`src/design/mbps_pkg.sv`:
```
// ============================================================================
// mbps_pkg: shared types and constants for the masked byte pattern scanner
// Widths, register codes and the cell control bundle.
// ============================================================================
`default_nettype none

package mbps_pkg;

  localparam int PATTERN_MAX = 32;
  localparam int IDX_W       = 5;
  localparam int LEN_W       = 6;
  localparam int SH_W        = $clog2(PATTERN_MAX);
  localparam int BYTE_W      = 8;
  localparam int ADDR_W      = 48;
  localparam int CNT_W       = 32;
  localparam int CFG_W       = 48;
  localparam int CFG_IDX_W   = 3;

  typedef enum logic [CFG_IDX_W-1:0] {
    CFG_IMAGE_BASE     = 3'd0,
    CFG_IMAGE_SIZE     = 3'd1,
    CFG_MIN_OFFSET     = 3'd2,
    CFG_MAX_TRIM       = 3'd3,
    CFG_PATTERN_LENGTH = 3'd4
  } cfg_reg_t;

  localparam logic REQ_PATTERN = 1'b0;
  localparam logic REQ_IMAGE   = 1'b1;

  typedef struct packed {
    logic              shift;
    logic              load;
    logic [BYTE_W-1:0] pat_byte;
    logic              pat_wild;
  } cell_ctl_t;

endpackage

`default_nettype wire

```
`src/design/mbps_in_if.sv`:
```
// ============================================================================
// mbps_in_if: request channel of the pattern scanner
// Valid/ready channel carrying pattern loads and image bytes.
// ============================================================================
`default_nettype none

interface mbps_in_if;
  logic       valid;
  logic       ready;
  logic       req_type;
  logic [4:0] pattern_index;
  logic [7:0] pattern_byte;
  logic       is_wildcard;
  logic [7:0] image_byte;
  logic       last_byte;

  modport source (
    output valid, req_type, pattern_index, pattern_byte, is_wildcard, image_byte,
           last_byte,
    input  ready
  );
  modport sink (
    input  valid, req_type, pattern_index, pattern_byte, is_wildcard, image_byte,
           last_byte,
    output ready
  );
endinterface

`default_nettype wire

```
`src/design/mbps_out_if.sv`:
```
// ============================================================================
// mbps_out_if: result channel of the pattern scanner
// Valid/ready channel carrying found flag and match address.
// ============================================================================
`default_nettype none

interface mbps_out_if;
  logic        valid;
  logic        ready;
  logic        found;
  logic [47:0] match_address;

  modport source (output valid, found, match_address, input ready);
  modport sink   (input  valid, found, match_address, output ready);
endinterface

`default_nettype wire

```
`src/design/mbps_cell.sv`:
```
// ============================================================================
// mbps_cell: one position of the scan window
// Holds one window byte (shifted on from its neighbor), one pattern byte and
// its wildcard mark, and compares the pattern entry against its aligned byte.
// ============================================================================
`default_nettype none

module mbps_cell
  import mbps_pkg::*;
(
  input  wire logic              clk,
  input  wire logic              rst_n,
  input  wire cell_ctl_t         ctl,
  input  wire logic [BYTE_W-1:0] byte_in,
  input  wire logic [BYTE_W-1:0] cmp_byte,
  output logic      [BYTE_W-1:0] byte_out,
  output logic                   hit
);

  logic [BYTE_W-1:0] win_r;
  logic [BYTE_W-1:0] pat_r;
  logic              wild_r;

  always_ff @(posedge clk) begin
    if (!rst_n) begin
      win_r <= '0;
    end else if (ctl.shift) begin
      win_r <= byte_in;
    end
  end

  always_ff @(posedge clk) begin
    if (ctl.load) begin
      pat_r  <= ctl.pat_byte;
      wild_r <= ctl.pat_wild;
    end
  end

  assign byte_out = win_r;
  assign hit      = wild_r || (pat_r == cmp_byte);

endmodule

`default_nettype wire

```
`src/design/masked_byte_pattern_scan_core.sv`:
```
// ============================================================================
// masked_byte_pattern_scan_core: wildcard byte pattern search
// Row of window cells compared in parallel against the loaded pattern,
// followed by a match/report stage and a result register.
// ============================================================================
// Path: match stage register, then result register on out_if. Throughput:
//   one transaction per cycle while out_if does not stall; the cell row
//   compares the whole window against the pattern on the cycle a byte enters.
// Reset: synchronous, active low; clears registers, position and report flag.
//   Pattern entries hold no reset value until loaded.
`default_nettype none

module masked_byte_pattern_scan_core
  import mbps_pkg::*;
(
  input  wire logic                 clk,
  input  wire logic                 rst_n,
  mbps_in_if.sink                   in_if,
  mbps_out_if.source                out_if,
  input  wire logic                 cfg_we,
  input  wire logic [CFG_IDX_W-1:0] cfg_index,
  input  wire logic [CFG_W-1:0]     cfg_wdata
);

  localparam logic [LEN_W-1:0] PMAX_L = LEN_W'(PATTERN_MAX);

  // configuration
  logic [ADDR_W-1:0] image_base_r;
  logic [CNT_W-1:0]  image_size_r;
  logic [CNT_W-1:0]  min_offset_r;
  logic [CNT_W-1:0]  max_trim_r;
  logic [LEN_W-1:0]  pattern_length_r;

  always_ff @(posedge clk) begin
    if (!rst_n) begin
      image_base_r     <= '0;
      image_size_r     <= '0;
      min_offset_r     <= '0;
      max_trim_r       <= '0;
      pattern_length_r <= LEN_W'(1);
    end else if (cfg_we) begin
      case (cfg_index)
        CFG_IMAGE_BASE:     image_base_r     <= cfg_wdata[ADDR_W-1:0];
        CFG_IMAGE_SIZE:     image_size_r     <= cfg_wdata[CNT_W-1:0];
        CFG_MIN_OFFSET:     min_offset_r     <= cfg_wdata[CNT_W-1:0];
        CFG_MAX_TRIM:       max_trim_r       <= cfg_wdata[CNT_W-1:0];
        CFG_PATTERN_LENGTH: pattern_length_r <= cfg_wdata[LEN_W-1:0];
        default: ;
      endcase
    end
  end

  // handshake
  logic s1_v_r;
  logic out_v_r;
  logic s1_adv;
  logic s1_fire;
  logic in_acc;
  logic img_acc;
  logic pat_acc;

  assign s1_adv      = !out_v_r || out_if.ready;
  assign s1_fire     = s1_v_r && s1_adv;
  assign in_if.ready = !s1_v_r || s1_adv;
  assign in_acc      = in_if.valid && in_if.ready;
  assign img_acc     = in_acc && (in_if.req_type == REQ_IMAGE);
  assign pat_acc     = in_acc && (in_if.req_type == REQ_PATTERN);

  // window geometry
  logic [LEN_W-1:0] len_use;
  logic [CNT_W-1:0] end_off;
  logic [CNT_W-1:0] start_off;
  logic [CNT_W-1:0] pos_r;
  logic [CNT_W:0]   p1;
  logic [CNT_W:0]   cand_w;
  logic             cand_ok;

  always_comb begin
    if (pattern_length_r == '0) begin
      len_use = LEN_W'(1);
    end else if (pattern_length_r > PMAX_L) begin
      len_use = PMAX_L;
    end else begin
      len_use = pattern_length_r;
    end
    end_off   = (max_trim_r < image_size_r) ? (image_size_r - max_trim_r) : image_size_r;
    start_off = (min_offset_r >= end_off) ? '0 : min_offset_r;
    p1        = {1'b0, pos_r} + (CNT_W+1)'(1);
    cand_w    = p1 - (CNT_W+1)'(len_use);
    cand_ok   = (p1 >= (CNT_W+1)'(len_use)) && (p1 <= {1'b0, end_off})
                && (cand_w >= {1'b0, start_off});
  end

  always_ff @(posedge clk) begin
    if (!rst_n) begin
      pos_r <= '0;
    end else if (img_acc) begin
      if (in_if.last_byte) begin
        pos_r <= '0;
      end else if (pos_r != '1) begin
        pos_r <= p1[CNT_W-1:0];
      end
    end
  end

  // cell row
  logic [BYTE_W-1:0]             win_cur [PATTERN_MAX];
  logic [BYTE_W-1:0]             win_nxt [PATTERN_MAX];
  logic [PATTERN_MAX*BYTE_W-1:0] rev_flat;
  logic [PATTERN_MAX*BYTE_W-1:0] aligned;
  logic [SH_W-1:0]               sh;
  logic [PATTERN_MAX-1:0]        hit;
  logic [PATTERN_MAX-1:0]        hit_m;

  assign sh      = SH_W'(PMAX_L - len_use);
  assign aligned = rev_flat >> {sh, 3'b000};

  for (genvar j = 0; j < PATTERN_MAX; j++) begin : g_cell
    cell_ctl_t ctl;

    if (j == 0) begin : g_head
      assign win_nxt[j] = in_if.image_byte;
    end else begin : g_body
      assign win_nxt[j] = win_cur[j-1];
    end

    assign rev_flat[j*BYTE_W +: BYTE_W] = win_nxt[PATTERN_MAX-1-j];

    assign ctl.shift    = img_acc;
    assign ctl.load     = pat_acc && (in_if.pattern_index == IDX_W'(j));
    assign ctl.pat_byte = in_if.pattern_byte;
    assign ctl.pat_wild = in_if.is_wildcard;

    mbps_cell u_cell (
      .clk      (clk),
      .rst_n    (rst_n),
      .ctl      (ctl),
      .byte_in  (win_nxt[j]),
      .cmp_byte (aligned[j*BYTE_W +: BYTE_W]),
      .byte_out (win_cur[j]),
      .hit      (hit[j])
    );

    assign hit_m[j] = hit[j] || (LEN_W'(j) >= len_use);
  end

  // match stage
  logic [PATTERN_MAX-1:0] s1_hit_r;
  logic                   s1_ok_r;
  logic [CNT_W-1:0]       s1_cand_r;
  logic                   s1_last_r;
  logic                   reported_r;
  logic                   match;
  logic                   emit;

  always_ff @(posedge clk) begin
    if (!rst_n) begin
      s1_v_r <= 1'b0;
    end else if (in_if.ready) begin
      s1_v_r <= img_acc;
    end
  end

  always_ff @(posedge clk) begin
    if (img_acc) begin
      s1_hit_r  <= hit_m;
      s1_ok_r   <= cand_ok;
      s1_cand_r <= cand_w[CNT_W-1:0];
      s1_last_r <= in_if.last_byte;
    end
  end

  assign match = s1_ok_r && (&s1_hit_r) && !reported_r;
  assign emit  = match || (s1_last_r && !reported_r);

  always_ff @(posedge clk) begin
    if (!rst_n) begin
      reported_r <= 1'b0;
    end else if (s1_fire) begin
      if (s1_last_r) begin
        reported_r <= 1'b0;
      end else if (match) begin
        reported_r <= 1'b1;
      end
    end
  end

  // result register
  logic              out_found_r;
  logic [ADDR_W-1:0] out_addr_r;

  always_ff @(posedge clk) begin
    if (!rst_n) begin
      out_v_r <= 1'b0;
    end else if (s1_fire && emit) begin
      out_v_r <= 1'b1;
    end else if (out_if.ready) begin
      out_v_r <= 1'b0;
    end
  end

  always_ff @(posedge clk) begin
    if (s1_fire && emit) begin
      out_found_r <= match;
      out_addr_r  <= match ? (image_base_r + ADDR_W'(s1_cand_r)) : '0;
    end
  end

  assign out_if.valid         = out_v_r;
  assign out_if.found         = out_found_r;
  assign out_if.match_address = out_addr_r;

`ifndef SYNTHESIS
  a_not_found_zero: assert property (@(posedge clk) disable iff (!rst_n)
    out_v_r && !out_found_r |-> out_addr_r == '0)
    else $error("not-found result carries nonzero address");

  a_last_clears_report: assert property (@(posedge clk) disable iff (!rst_n)
    s1_fire && s1_last_r |=> !reported_r)
    else $error("report flag survives end of scan");

  a_last_clears_pos: assert property (@(posedge clk) disable iff (!rst_n)
    img_acc && in_if.last_byte |=> pos_r == '0)
    else $error("byte position not cleared after last byte");

  a_emit_shows: assert property (@(posedge clk) disable iff (!rst_n)
    s1_fire && emit |=> out_v_r)
    else $error("emitted result not presented");
`endif

endmodule

`default_nettype wire
```
`src/flat_wrapper.sv`:
```
// flat-port wrapper written by rule: the top's interface ports become plain ports
module masked_byte_pattern_scan_core_flat import mbps_pkg::*;
  (clk, rst_n, cfg_we, cfg_index, cfg_wdata, in_if_valid, in_if_req_type, in_if_pattern_index, in_if_pattern_byte, in_if_is_wildcard, in_if_image_byte, in_if_last_byte, in_if_ready, out_if_valid, out_if_found, out_if_match_address, out_if_ready);
  mbps_in_if in_if_i ();
  mbps_out_if out_if_i ();
  input  wire logic clk;
  input  wire logic rst_n;
  input  wire logic cfg_we;
  input  wire logic [CFG_IDX_W-1:0] cfg_index;
  input  wire logic [CFG_W-1:0] cfg_wdata;
  input wire logic [$bits(in_if_i.valid)-1:0] in_if_valid;
  input wire logic [$bits(in_if_i.req_type)-1:0] in_if_req_type;
  input wire logic [$bits(in_if_i.pattern_index)-1:0] in_if_pattern_index;
  input wire logic [$bits(in_if_i.pattern_byte)-1:0] in_if_pattern_byte;
  input wire logic [$bits(in_if_i.is_wildcard)-1:0] in_if_is_wildcard;
  input wire logic [$bits(in_if_i.image_byte)-1:0] in_if_image_byte;
  input wire logic [$bits(in_if_i.last_byte)-1:0] in_if_last_byte;
  output wire logic [$bits(in_if_i.ready)-1:0] in_if_ready;
  output wire logic [$bits(out_if_i.valid)-1:0] out_if_valid;
  output wire logic [$bits(out_if_i.found)-1:0] out_if_found;
  output wire logic [$bits(out_if_i.match_address)-1:0] out_if_match_address;
  input wire logic [$bits(out_if_i.ready)-1:0] out_if_ready;
  assign in_if_i.valid = in_if_valid;
  assign in_if_i.req_type = in_if_req_type;
  assign in_if_i.pattern_index = in_if_pattern_index;
  assign in_if_i.pattern_byte = in_if_pattern_byte;
  assign in_if_i.is_wildcard = in_if_is_wildcard;
  assign in_if_i.image_byte = in_if_image_byte;
  assign in_if_i.last_byte = in_if_last_byte;
  assign in_if_ready = in_if_i.ready;
  assign out_if_valid = out_if_i.valid;
  assign out_if_found = out_if_i.found;
  assign out_if_match_address = out_if_i.match_address;
  assign out_if_i.ready = out_if_ready;
  masked_byte_pattern_scan_core u_core (.clk(clk), .rst_n(rst_n), .in_if(in_if_i), .out_if(out_if_i), .cfg_we(cfg_we), .cfg_index(cfg_index), .cfg_wdata(cfg_wdata));
endmodule
```
`config.mk`:
```
export PLATFORM = sky130hd
export DESIGN_NAME = masked_byte_pattern_scan_core_flat
export DESIGN_NICKNAME = d
export VERILOG_FILES = /design/src/design/mbps_pkg.sv /design/src/design/mbps_in_if.sv /design/src/design/mbps_out_if.sv /design/src/design/mbps_cell.sv /design/src/design/masked_byte_pattern_scan_core.sv /design/src/flat_wrapper.sv
export SDC_FILE = /design/constraint.sdc
export NUM_CORES = 2
export LEC_CHECK = 0
export CORE_MARGIN = 2
export CORE_UTILIZATION = 50
export CTS_BUF_LIST = sky130_fd_sc_hd__clkbuf_8
export DETAILED_ROUTE_END_ITERATION = 7
export DONT_BUFFER_PORTS = 1
export PLACE_DENSITY = 0.68
export SKIP_LAST_GASP = 1
export SLEW_MARGIN = 40
export SYNTH_ARGS = -nofsm -noshare
export SYNTH_HDL_FRONTEND = slang
export SYNTH_HIERARCHICAL = 1
export SYNTH_SLANG_ARGS = --single-unit
```
`constraint.sdc`:
```
create_clock -name clk -period 8.5 [get_ports clk]
set_clock_uncertainty 0.1 [all_clocks]
set_input_delay 0.425 -clock clk [delete_from_list [all_inputs] [get_ports clk]]
set_output_delay 0.425 -clock clk [all_outputs]
set_load 0.05 [all_outputs]
```
==> results.yml <==
sta:
  period_share_pct: 89.40
  setup_violations: 0
  holdWs_ns: 0.09894
  setup_tns_ns: 0
  max-slew-margin-rel_pct: 36.55
  fin_crit_ns: 7.599
  tightestPinTransition_ns: 0.9518
  drv_slew: 0
  rsz0062_at_grt: "no"
  hold_violations: 0
  fmax_ghz: 0.1316
cts:
  cts_buffers: 149
  insertion_delay_ns: 0.85
  cts_buffer_depth: 3
  htree_levels: 4
  cts_tree: "yes"
  cts_sinks: 836
  path_clk_slew_ns: 0.06
  root_buffer: "clkbuf_8"
power:
  peakVddDrop_mv: 0.1450
  leakagePower_nw: 20.44
  power.density_nw_per_um2: 167.4
synthesis:
  netlist_instances: 5449
  syn_avg_cell_area_um2: 9.382
  ys_warn_count: 6
  netlist_area_um2: 51120
  synth_fp_nets: 5700
final_layout:
  ff_latch_area_um2: 20770
  stdcell_area_um2: 56800
  nets: 5711
  final_core_util_pct: 55.91
  drive_gt1_share_pct: 7.148
  nFillCells: 9083
  multiInputGateArea_um2: 29040
  synthToLayoutAreaGrowth_pct: 11.11
route:
  wl_per_cell_um: 22.88
  met2_length_mm: 70.47
  drtIter0Drc: 4656
  ant_nets: 0
  route.met3.wl_mm: 14.42
  vias: 41270
  wl_met1_mm: 66.97
  drc: 0
  wl_mm: 159.1
  maxUsedRoutingLayer: "met5"
  firstDrtPassIters: 7
  via_per_inst: 5.936
global_routing:
  grt_pass1_vias: 38500
  grt_max_degree: 430
  grt_pass1_wl_mm: 237.0
  antenna_found_initial: 7
  grtUsageTotal_pct: 29.53
  grt_overflow: 0
worst_setup_path:
  path_common_cell: "ha_1"
  critPathMaxStageDelay_ns: 0.68
  critPathCaptureType: "register"
  worstPathRequired_ns: 8.99
  startpoint_type: "register"
  crit_type: "reg2reg"
  cp_data_arrival_time_ns: 8.09
  crit_path_max_fanout: 17
  critPathSlowestCell: "a21oi_2"
  crit_family: "compound AO/OA/AOI/OAI gates"
  path_buf_inv: 3
placement:
  numPortBuffers: 0
  place_congestion: 0.9449
  postPlaceCellArea_um2: 52550
  dpl.hpwl_mm: 110.2
floorplanning:
  rows: 117
  initial_core_util_pct: 50.32
  die-area_um2: 104800
  core-area_um2: 101600
  die_h_um: 323.8
  top_level_ports: 131
  fp.dieW_um: 323.8
flow_run:
  drv_cap: 0
min_path:
  hold_path.class: "in2reg"
outcome:
  outcome: "finished clean"
-- what timing repair did --
| action | 4_1_cts | 5_1_grt |
|---|---|---|
| hold endpoints to repair | 867 | 18 |
| setup buffers | 0 | 0 |
| endpoints found under the setup margin | 0 | 1 |
| resized for setup | 0 | 1 |
| hold buffers | 97 | 1 |
-- state kept, by name, summed over array words and instances (netlist names) --
signal,count
u_core/s1_ok_r,1
u_core/g_cell.u_cell/pat_r,256
u_core/min_offset_r,32
u_core/s1_hit_r,32
u_core/out_if.found,1
u_core/s1_last_r,1
u_core/image_size_r,32
u_core/s1_v_r,1
u_core/image_base_r,48
u_core/g_cell.u_cell/wild_r,32
u_core/g_cell.u_cell/byte_out,248
u_core/reported_r,1
u_core/out_if.match_address,48
u_core/s1_cand_r,32
u_core/pos_r,32
u_core/out_if.valid,1
u_core/pattern_length_r,6
u_core/max_trim_r,32
-- layer usage --
metal	vias to the layer above	global-route usage, %
li1	19400	-
met1	19710	39.39
met2	1801	45.80
met3	340	6.668
met4	10	13.02
met5	-	0
-- worst paths after layout --
check / slack [ns] / to / from / depth (start not counted)
max: 0.90 / u_core/s1_ok_r / u_core/max_trim_r[17] / 29
min: 0.1 / u_core/g_cell[31].u_cell/pat_r[7] / in_if_req_type / 3
max reg2reg: 0.90 / u_core/s1_ok_r / u_core/max_trim_r[17] / 29
min reg2reg: 0.36 / u_core/max_trim_r[18] / u_core/max_trim_r[18] / 2
-- final cells by class --
class	instances	area share (%)
Multi-Input combinational cell	4207	51.12
Sequential cell	836	36.57
Clock buffer	168	4.071
Timing Repair Buffer	181	3.377
Tap cell	1368	3.013
Clock inverter	105	1.245
Inverter	85	0.6013
Antenna cell	2	0.008811
-- cell usage in the layout, fill, tap and decap left out, drive strengths merged, types with 11 or more instances in the layout --
| master | count |
|---|---|
| a21boi | 150 |
| inv | 140 |
| dfxtp | 433 |
| a41o | 32 |
| dlygate4sd3 | 87 |
| nand2b | 23 |
| nand2 | 774 |
| a21o | 76 |
| o21ai | 168 |
| ha | 168 |
| a31oi | 37 |
| nor2b | 295 |
| o21bai | 12 |
| nor3b | 11 |
| nor3 | 66 |
| buf | 94 |
| edfxtp | 403 |
| o22ai | 36 |
| xnor2 | 142 |
| o211ai | 28 |
| and2 | 51 |
| mux2i | 808 |
| and4 | 12 |
| clkinv | 37 |
| nor2 | 347 |
| o31ai | 15 |
| or2 | 20 |
| a21oi | 259 |
| clkbuf | 168 |
| a211oi | 58 |
| nand3 | 106 |
| nand4 | 37 |
| o21a | 11 |
| xor2 | 242 |
| and3 | 87 |
| nor4 | 49 |
-- worst min-delay path, stage by stage --
cell	delay, ns
nor3b_1	0.08
nand3_1	0.13
nor2_1	0.18
-- report_power, final --
part | total (mW) | switching, mW | internal (mW)
logic | 1.33 | 0.836 | 0.497
registers | 4.32 | 0.0522 | 4.27
clock network | 3.85 | 1.79 | 2.07
-- through the flow --
stage / std cells / worst slack, ns / total power, mW
after global placement: 6571 / 0.8527 / 5.565
after detailed placement: 6576 / 0.7929 / 5.583
after global routing: 6951 / 0.2564 / 9.855
after floorplan: 5449 / 1.998 / 5.272
final: 6952 / 0.9006 / 9.511
after CTS: 6946 / 0.7753 / 9.537
Power figures use the tool's default switching activity.
